===== src/u8u16_pkg.sv =====
// Types and constants of the UTF-8 to UTF-16 decoder.
// No dependencies; imported by utf8_to_utf16_crlf_decoder_top.
package u8u16_pkg;

  localparam logic [7:0]  CHAR_CR   = 8'h0D;
  localparam logic [7:0]  CHAR_LF   = 8'h0A;
  localparam logic [15:0] CAP_RESET = 16'hFFFF;

  localparam int QUEUE_DEPTH = 4;
  localparam int QUEUE_AW    = $clog2(QUEUE_DEPTH);

  typedef enum logic [0:0] {
    REG_CRLF_MODE = 1'b0,
    REG_CAPACITY  = 1'b1
  } reg_index_t;

  typedef enum logic [2:0] {
    STOP_INPUT_END = 3'd0,
    STOP_ZERO_BYTE = 3'd1,
    STOP_BAD_LEAD  = 3'd2,
    STOP_FULL      = 3'd3,
    STOP_TRUNCATED = 3'd4
  } stop_reason_t;

  typedef enum logic [0:0] {
    KIND_UNIT   = 1'b0,
    KIND_STATUS = 1'b1
  } item_kind_t;

  typedef struct packed {
    item_kind_t   item_kind;
    logic [15:0]  code_unit;
    logic [15:0]  units_total;
    stop_reason_t stop_reason;
    logic         last_item;
  } result_t;

endpackage


===== src/utf8_to_utf16_crlf_decoder_top.sv =====
// UTF-8 to UTF-16 stream decoder with optional LF to CR LF conversion.
// Depends on u8u16_pkg.
//
//  channel | dir | tdata                                   | tuser     | tlast
//  in_     | in  | data_byte[7:0]                          | -         | end_of_string
//  out_    | out | code_unit[15:0] units_total[31:16]      | item_kind | last_item
//          |     | stop_reason[34:32]                      |           |
//  cfg_    | in  | cfg_index selects register, cfg_data    | -         | -
//
// One input byte per cycle while in_tready is high. Each byte is decoded in the cycle it
// is accepted and its zero to three results land in a four-entry result queue, drained
// one per cycle while out_tready is high. in_tready is high while the queue holds at
// most one result, so the output port sets the rate when bytes give several results.
// Reset (rst_n low, synchronous) empties the queue and clears the string state;
// crlf_mode returns to 1 and capacity_units to 65535. cfg_ready is always high.
module utf8_to_utf16_crlf_decoder_top (
  input  logic                          clk,
  input  logic                          rst_n,
  // request channel
  input  logic                          in_tvalid,
  output logic                          in_tready,
  input  logic [7:0]                    in_tdata,   // [7:0] data_byte
  input  logic                          in_tlast,   // end_of_string
  // result channel
  output logic                          out_tvalid,
  input  logic                          out_tready,
  output logic [39:0]                   out_tdata,  // [15:0] code_unit, [31:16] units_total,
                                                    // [34:32] stop_reason, [39:35] zero
  output logic                          out_tuser,  // [0] item_kind
  output logic                          out_tlast,  // last_item
  // configuration writes
  input  logic                          cfg_valid,
  output logic                          cfg_ready,
  input  u8u16_pkg::reg_index_t         cfg_index,
  input  logic [15:0]                   cfg_data
);
  import u8u16_pkg::*;

  // configuration
  logic        crlf_r;
  logic [15:0] cap_r;

  // string state
  logic [20:0]  partial_r, partial_nxt;
  logic [1:0]   pend_r, pend_nxt;
  logic         held_r, held_nxt;
  logic         stopped_r, stopped_nxt;
  stop_reason_t stop_code_r, stop_code_nxt;
  logic [15:0]  uw_r, uw_nxt;

  // result queue
  result_t              queue_r [QUEUE_DEPTH];
  logic [QUEUE_AW-1:0]  wr_ptr_r, rd_ptr_r;
  logic [QUEUE_AW:0]    cnt_r, cnt_nxt;

  result_t     items [3];
  logic [1:0]  n_items;

  logic        accept, pop;
  logic [7:0]  b;
  logic        eos;

  assign b          = in_tdata;
  assign eos        = in_tlast;
  assign in_tready  = (cnt_r <= (QUEUE_AW+1)'(1));
  assign accept     = in_tvalid && in_tready;
  assign out_tvalid = (cnt_r != '0);
  assign pop        = out_tvalid && out_tready;
  assign cfg_ready  = 1'b1;

  assign out_tdata = {5'd0, queue_r[rd_ptr_r].stop_reason,
                      queue_r[rd_ptr_r].units_total, queue_r[rd_ptr_r].code_unit};
  assign out_tuser = queue_r[rd_ptr_r].item_kind;
  assign out_tlast = queue_r[rd_ptr_r].last_item;

  // Decode one byte against the current string state.
  always_comb begin
    logic         emit_v;
    logic [20:0]  code_v;
    logic         halt_v;
    stop_reason_t halt_rsn;
    logic         skip_v;
    logic         lead_v;
    logic [1:0]   wcnt;
    logic [15:0]  wu0, wu1;

    partial_nxt   = partial_r;
    pend_nxt      = pend_r;
    held_nxt      = held_r;
    stopped_nxt   = stopped_r;
    stop_code_nxt = stop_code_r;
    uw_nxt        = uw_r;
    n_items       = 2'd0;
    for (int k = 0; k < 3; k++) items[k] = '0;
    emit_v   = 1'b0;
    code_v   = '0;
    halt_v   = 1'b0;
    halt_rsn = STOP_INPUT_END;
    skip_v   = 1'b0;
    lead_v   = 1'b0;
    wcnt     = 2'd0;
    wu0      = '0;
    wu1      = '0;

    if (!stopped_r) begin
      if (pend_r != 2'd0) begin
        partial_nxt = {partial_r[14:0], b[5:0]};
        pend_nxt    = pend_r - 2'd1;
        if (pend_nxt == 2'd0) begin
          emit_v      = 1'b1;
          code_v      = partial_nxt;
          partial_nxt = '0;
        end else if (eos) begin
          halt_v   = 1'b1;
          halt_rsn = STOP_TRUNCATED;
        end
      end else begin
        // Resolve a held CR: drop it before an LF byte, else write it first.
        if (held_r) begin
          held_nxt = 1'b0;
          if (b != CHAR_LF) begin
            if ({1'b0, uw_nxt} + 17'd1 > {1'b0, cap_r}) begin
              halt_v   = 1'b1;
              halt_rsn = STOP_FULL;
              skip_v   = 1'b1;
            end else begin
              items[n_items].code_unit = {8'd0, CHAR_CR};
              n_items = n_items + 2'd1;
              uw_nxt  = uw_nxt + 16'd1;
            end
          end
        end
        if (!skip_v) begin
          if (b == 8'd0) begin
            halt_v   = 1'b1;
            halt_rsn = STOP_ZERO_BYTE;
          end else begin
            case (b[7:4])
              4'h8, 4'h9, 4'hA, 4'hB: begin
                halt_v   = 1'b1;
                halt_rsn = STOP_BAD_LEAD;
              end
              4'hC, 4'hD: begin
                partial_nxt = {16'd0, b[4:0]};
                pend_nxt    = 2'd1;
                lead_v      = 1'b1;
              end
              4'hE: begin
                partial_nxt = {17'd0, b[3:0]};
                pend_nxt    = 2'd2;
                lead_v      = 1'b1;
              end
              4'hF: begin
                partial_nxt = {18'd0, b[2:0]};
                pend_nxt    = 2'd3;
                lead_v      = 1'b1;
              end
              default: begin
                emit_v = 1'b1;
                code_v = {13'd0, b};
              end
            endcase
            if (lead_v && eos) begin
              halt_v   = 1'b1;
              halt_rsn = STOP_TRUNCATED;
            end
          end
        end
      end

      if (emit_v) begin
        if (!crlf_r) begin
          wcnt = 2'd1;
          wu0  = code_v[15:0];
        end else if (code_v == {13'd0, CHAR_CR} && !eos) begin
          held_nxt = 1'b1;
        end else if (code_v == {13'd0, CHAR_LF}) begin
          wcnt = 2'd2;
          wu0  = {8'd0, CHAR_CR};
          wu1  = {8'd0, CHAR_LF};
        end else if (code_v[20:16] == 5'd0) begin
          wcnt = 2'd1;
          wu0  = code_v[15:0];
        end
        // An LF pair goes out whole or not at all.
        if (wcnt != 2'd0) begin
          if ({1'b0, uw_nxt} + {15'd0, wcnt} > {1'b0, cap_r}) begin
            halt_v   = 1'b1;
            halt_rsn = STOP_FULL;
          end else begin
            items[n_items].code_unit = wu0;
            n_items = n_items + 2'd1;
            if (wcnt == 2'd2) begin
              items[n_items].code_unit = wu1;
              n_items = n_items + 2'd1;
            end
            uw_nxt = uw_nxt + {14'd0, wcnt};
          end
        end
      end

      if (halt_v) begin
        stopped_nxt   = 1'b1;
        stop_code_nxt = halt_rsn;
        held_nxt      = 1'b0;
        pend_nxt      = 2'd0;
        partial_nxt   = '0;
      end
    end

    if (eos) begin
      items[n_items].item_kind   = KIND_STATUS;
      items[n_items].units_total = uw_nxt;
      items[n_items].stop_reason = stopped_nxt ? stop_code_nxt : STOP_INPUT_END;
      n_items       = n_items + 2'd1;
      partial_nxt   = '0;
      pend_nxt      = 2'd0;
      held_nxt      = 1'b0;
      stopped_nxt   = 1'b0;
      stop_code_nxt = STOP_INPUT_END;
      uw_nxt        = '0;
    end

    if (n_items != 2'd0) items[n_items - 2'd1].last_item = 1'b1;
  end

  always_comb begin
    cnt_nxt = cnt_r;
    if (accept) cnt_nxt = cnt_nxt + (QUEUE_AW+1)'(n_items);
    if (pop)    cnt_nxt = cnt_nxt - (QUEUE_AW+1)'(1);
  end

  always_ff @(posedge clk) begin
    if (!rst_n) begin
      crlf_r      <= 1'b1;
      cap_r       <= CAP_RESET;
      partial_r   <= '0;
      pend_r      <= '0;
      held_r      <= 1'b0;
      stopped_r   <= 1'b0;
      stop_code_r <= STOP_INPUT_END;
      uw_r        <= '0;
      wr_ptr_r    <= '0;
      rd_ptr_r    <= '0;
      cnt_r       <= '0;
    end else begin
      if (cfg_valid && cfg_ready) begin
        case (cfg_index)
          REG_CRLF_MODE: crlf_r <= cfg_data[0];
          REG_CAPACITY:  cap_r  <= cfg_data;
          default: ;
        endcase
      end
      if (accept) begin
        partial_r   <= partial_nxt;
        pend_r      <= pend_nxt;
        held_r      <= held_nxt;
        stopped_r   <= stopped_nxt;
        stop_code_r <= stop_code_nxt;
        uw_r        <= uw_nxt;
        wr_ptr_r    <= wr_ptr_r + QUEUE_AW'(n_items);
      end
      if (pop) rd_ptr_r <= rd_ptr_r + QUEUE_AW'(1);
      cnt_r <= cnt_nxt;
    end
  end

  // Queue payload: push the decoded results in order.
  always_ff @(posedge clk) begin
    if (accept) begin
      for (int k = 0; k < 3; k++) begin
        if (2'(k) < n_items) queue_r[wr_ptr_r + QUEUE_AW'(k)] <= items[k];
      end
    end
  end

endmodule


===== config.mk =====
export PLATFORM = sky130hd
export DESIGN_NAME = utf8_to_utf16_crlf_decoder_top
export DESIGN_NICKNAME = d
export VERILOG_FILES = /design/src/u8u16_pkg.sv /design/src/utf8_to_utf16_crlf_decoder_top.sv
export SDC_FILE = /design/constraint.sdc
export NUM_CORES = 1
export LEC_CHECK = 0
export BUFFER_PORTS_ARGS = -buffer_cell sky130_fd_sc_hd__buf_2
export CAP_MARGIN = 20
export CORE_ASPECT_RATIO = 2
export CORE_UTILIZATION = 28
export CTS_BUF_LIST = sky130_fd_sc_hd__clkbuf_16
export CTS_CLUSTER_DIAMETER = 200
export DETAILED_ROUTE_END_ITERATION = 8
export GPL_ROUTABILITY_DRIVEN = 0
export PLACE_DENSITY_LB_ADDON = 0.08
export SYNTH_ARGS = -nofsm -noshare
export SYNTH_HDL_FRONTEND = slang
export SYNTH_SLANG_ARGS = --single-unit

===== constraint.sdc =====
create_clock -name clk -period 12.3 [get_ports clk]
set_clock_uncertainty 0.1 [all_clocks]
set_input_delay 1.23 -clock clk [delete_from_list [all_inputs] [get_ports clk]]
set_output_delay 1.23 -clock clk [all_outputs]
set_load 0.1 [all_outputs]

-- Yosys cells after proc, flatten, opt, wreduce, memory -nomap -nowiden
Memory sizes are Yosys's and may differ from the RTL's. A register that Yosys moved wholly into a read port is not among the register bits.
Index checks and enable logic that the tools add are counted.
- mux-type cells: 156
- divide/modulo/power cells: 0
- order comparisons: 14
- multiply operators: 0
- shift operators: 0
- bitwise gates (word level): 5
- add/subtract/negate cells: 15
- equal/unequal tests: 15
- reduce and logical (&&, ||, !) cells: 25
- operators by type and width (operator ; count):
    $mux W111 ; 7
    $bwmux W111 ; 6
    $demux W37 S2 ; 6
    $mux W16 ; 19
    $mux W15 ; 7
    $mux W36 ; 2
    $mux W21 ; 3
    $mux W1 ; 52
    $mux W3 ; 16
    $mux W2 ; 23
    $pmux W15 S3 ; 1
    $eq A21 B4 Y1 const B ; 2
    $mux W37 ; 1
    $gt A17 B16 Y1 ; 2
    $eq A4 B4 Y1 const B ; 8
    $mux W4 ; 8
    $mux W8 ; 3
    $mux W20 ; 1
    $add A16 B1 Y17 const B ; 1
    $add A16 B2 Y17 ; 1
    $add A16 B1 Y16 const B ; 1
    $add A16 B2 Y16 ; 1
    $ge A3 B3 Y1 const B ; 4
    $lt A3 B1 Y1 const B ; 4
    29 further kinds ; 51
- logic and storage cells: 242
- latch bits: 0
- output and inout bits: 45
- memory bits (writable): 148
- bits of input ports: 31
- memories kept: 1
- memory bits (read-only): 0
- bits in registers: 62
- memories (memory ; words ; width ; rd ports ; clocked after Yosys merged registers in ; write ports ; RTL line ; RTL):
    queue_r ; 4 ; 37 ; 1 ; 1 ; 3 ; utf8_to_utf16_crlf_decoder_top.sv:52 ; result_t queue_r [QUEUE_DEPTH];

-- Logic depth before layout (Yosys ltp)
- depth in word-level cells: 34
- gate-level depth with buffers: 48
- depth with buffers taken out: 43

-- Worst setup path after synthesis
Ideal clock, no wire load.
- path kind: flip-flop to flip-flop
- start: reg uw_r[0]
- end: mem queue_r[2][0] in the netlist's numbering, enable pin
- cell stages (with the launch flop): 40
- path buffers: 6
- setup time: 0.487 ns
- data required time: 11.713 ns
- clock period less this slack: 12.219 ns
- arrival: 11.632 ns
- setup slack: 0.081 ns
- path through: dfxtp_1 clkbuf_1 nand4_1 nor3_1 nand3_1 xnor2_1 ha_1 nand2_1 nor3_2 nand3_2 and3_1 buf_6 nor2_2 clkinv_1 buf_1 clkbuf_1 xnor2_1 ha_1 (+4 left out) nor4_1 a31oi_1 xnor2_1 ha_1 a21o_1 a2111oi_0 o211ai_1 nand2_1 o31ai_4 nor3_1 clkbuf_1 nand2b_1 ha_1 nand2_1 o21ai_2 clkbuf_1 o31ai_1 a211oi_1
- RTL lines (item ; RTL line ; RTL):
    start, declared ; utf8_to_utf16_crlf_decoder_top.sv:49 ; logic [15:0] uw_r, uw_nxt;
    start signal, assigned ; utf8_to_utf16_crlf_decoder_top.sv:260 ; uw_r <= uw_nxt;
    end, declared ; utf8_to_utf16_crlf_decoder_top.sv:52 ;

==> flow_summary_export.csv <==
group,metric,value,unit
global_route,grt_pass1_wl,70120,µm
timing,period_share,91.59,%
synth,ys.flop_type,"edfxtp_1",
synth,synthArstFlopShare,0,%
timing,hold_viol_final,0,
critical_path,start_kind,"flop",
synth,yosys_warnings,0,
floorplan,placementRows,110,
synth,synthCells,1259,
clocking,clkLatencyLatePin,0.54,ns
drt,drc,0,
global_route,grt_pass1_vias,10610,
pwr,power_density,178.2,nW/µm²
pwr,clkPwrFrac,26.6,%
critical_path,r2r_setup_slack,1.03,ns
global_route,track_usage,20.31,%
layout,fin_util,32.35,%
timing,setup-tns-final,0,ns
clocking,path_clk_slew,0.06,ns
critical_path,reg2reg_depth,38,
drt,drt-initial-drc-count,547,
status,status,"finished clean",
synth,synth_top_family_by_area,"simple AND/OR/NAND/NOR gates",
drt,viasPerCell,5.433,
clocking,numCtsBuffers,22,
drt,num_vias,10200,
timing,slew_viol_final,0,
layout,fin_nets,1376,
timing,hold_slack,0.3646,ns
timing,period_needed,11.27,ns
hold_path,min_path_type,"reg2reg",
critical_path,slowest_stage,"or4b_4",
pwr,pwr-share-seq,33.5,%
layout,final_common_cell,"edfxtp_1",
drt,drtPass1Iterations,5,
layout,final_cell_mix,"edfxtp_1 (148), nand2_1 (120), nor2_1 (113)",
placed_design,port_buffers,69,
clocking,clockRootBuffer,"clkbuf_16",
critical_path,crit_required,12.56,ns
pwr,power,0.002594,W
global_route,antenna_found_initial,0,
floorplan,io_pins,76,
timing,fmax,88.77,MHz
timing,tightest_slew,1.060,ns
pwr,p_sw,0.001125,W
synth,ys_seq_area_share,44.70,%
placed_design,dp.cells,1837,
synth,synth.ff_latch_count,212,
floorplan,core_area,45010,µm²
timing,setup-violations-final,0,
global_route,grt_max_degree,55,
synth,synth-edff-count,148,
pwr,irDropWorstVdd,0.1262,mV
global_route,overflow,0,
timing,rsz0062_at_grt,"no",
synth,synth_simple_gate_area_share,17.33,%
clocking,cts_tree,"built",
pwr,p_leak,5.215,nW
drt,routed_wirelength,46960,µm
floorplan,die_w,153.2,µm
synth,synth_adder_area_share,5.041,%
placed_design,post-dp-hpwl,34790,µm
pwr,switching_share,43.38,%
floorplan,initial_core_util,28.46,%
clocking,htreeDepth,1,
pwr,internal_power,0.001469,W
floorplan,dieArea,46660,µm²
synth,synth.avg_cell_area,10.17,µm²
critical_path,worst-path-max-fanout,26,
clocking,cts.sinks,212,
critical_path,path_class,"reg2reg",
synth,yosys-mux-area-fraction,7.942,%
critical_path,max_stage_delay,0.71,ns
hold_path,min_path_cells,1,
critical_path,critPathArrivalTime,11.53,ns
clocking,cts_setup_buffers,0,
layout,fin_cells,1877,
floorplan,dieHeight,304.5,µm
synth,synth_compound_area_share,16.38,%
run,maxCapViolCount,0,
drt,antenna_left,0,
pwr,comb_power_share,39.9,%
synth,synth_xor_xnor_area_share,3.556,%
layout,layout-drive-gt1-share,19.74,%
drt,wire_per_inst,25.02,µm
timing,max_slew_margin,28.62,%
synth,synth_cell_types,95,
synth,syn-cell-area,12810,µm²
critical_path,end_kind,"flop",
layout,diodes,0,
layout,area_growth_syn_to_layout,13.68,%
clocking,cts_max_path_buffers,3,
==> cell type report <==
class	instances	area, µm²
fill	4606	30450
sequential	212	5728
timing repair buffer	117	718.2
tap	560	700.7
clock buffer	23	575.6
clock inverter	17	147.6
multi-input combinational	906	6533
inverter	42	157.7
==> timing repair <==
item | in CTS | in global routing
resized for setup | 0 | 2
endpoints found under the hold margin | 0 | 0
endpoints found under the setup margin | 0 | 83
hold buffers | 0 | 0
==> cells by family after synthesis <==
| logic type | after synthesis |
|---|---|
| xor gates and xnor gates | 52 |
| adders and majority gates | 52 |
| DFF | 212 |
| buffers and inverters | 145 |
| other | 2 |
| and+or+nand+nor | 442 |
| AOI/OAI and AO/OA | 299 |
| muxes | 55 |
==> routing by layer <==
layer,routed length (µm),vias up,global-route usage [%]
met5,0,-,0
met2,25480,274,38.91
met4,3306,0,13.32
met3,1513,129,2.232
li1,-,4761,-
met1,16650,5034,20.40
==> critical path, delay by kind of cell (launching register included) <==
family / cells / cell delay (ns)
XOR/XNOR: 2 / 0.37
buffers and inverters: 5 / 1.04
adder cells (fa/ha/maj): 5 / 1.70
AO/OA/AOI/OAI: 13 / 3.81
AND/OR/NAND/NOR: 13 / 3.69
flip-flops: 1 / 0.31
==> synthesized netlist by cell type, drive strengths merged, types with 21 or more instances <==
cell	instances	area, µm²
clkbuf	60	227.7
nand2	121	454.2
and2	21	132.6
edfxtp	148	4444
ha	42	525.5
nor3	30	160.2
dfxtp	64	1281
xnor2	43	376.6
buf	43	254.0
inv	41	153.9
o21ai	58	305.3
o211ai	24	185.2
nor2	115	441.7
nand3	43	242.7
mux4	37	833.3
a211oi	27	207.7
a21oi	85	511.7
==> flip-flops by register name (all words and copies together) (netlist names), named ones only <==
signal	cells
uw_r	16
cap_r	16
stop_code_r	3
stopped_r	1
rd_ptr_r	2
cnt_r	3
crlf_r	1
partial_r	15
held_r	1
queue_r	148
wr_ptr_r	2
pend_r	2
==> power groups by stage <==
stage | clock, W | sequential (W) | combinational (W)
floorplan | 0 | 0.000875 | 0.000841
CTS | 0.000711 | 0.000870 | 0.00105
global placement | 0 | 0.000883 | 0.00105
detailed placement | 0 | 0.000886 | 0.00105
finish | 0.000691 | 0.000869 | 0.00103
global route | 0.000736 | 0.000876 | 0.00109
==> metrics by stage <==
step	area (µm²)	setup slack, ns
floorplan	12820	0.08079
global placement	13830	1.109
detailed placement	13830	0.8596
CTS	14550	0.8051
global route	14560	0.1786
finish	14560	1.035
==> worst paths after layout <==
path,from,endpoint
max,uw_r[1]$_SDFFE_PN0P_,queue_r[0][1]$_DFFE_PP_
min,stop_code_r[2]$_SDFFE_PN0P_,stop_code_r[2]$_SDFFE_PN0P_
max reg2reg,uw_r[1]$_SDFFE_PN0P_,queue_r[0][1]$_DFFE_PP_
min reg2reg,stop_code_r[2]$_SDFFE_PN0P_,stop_code_r[2]$_SDFFE_PN0P_
(Power assumes the default switching activity.)
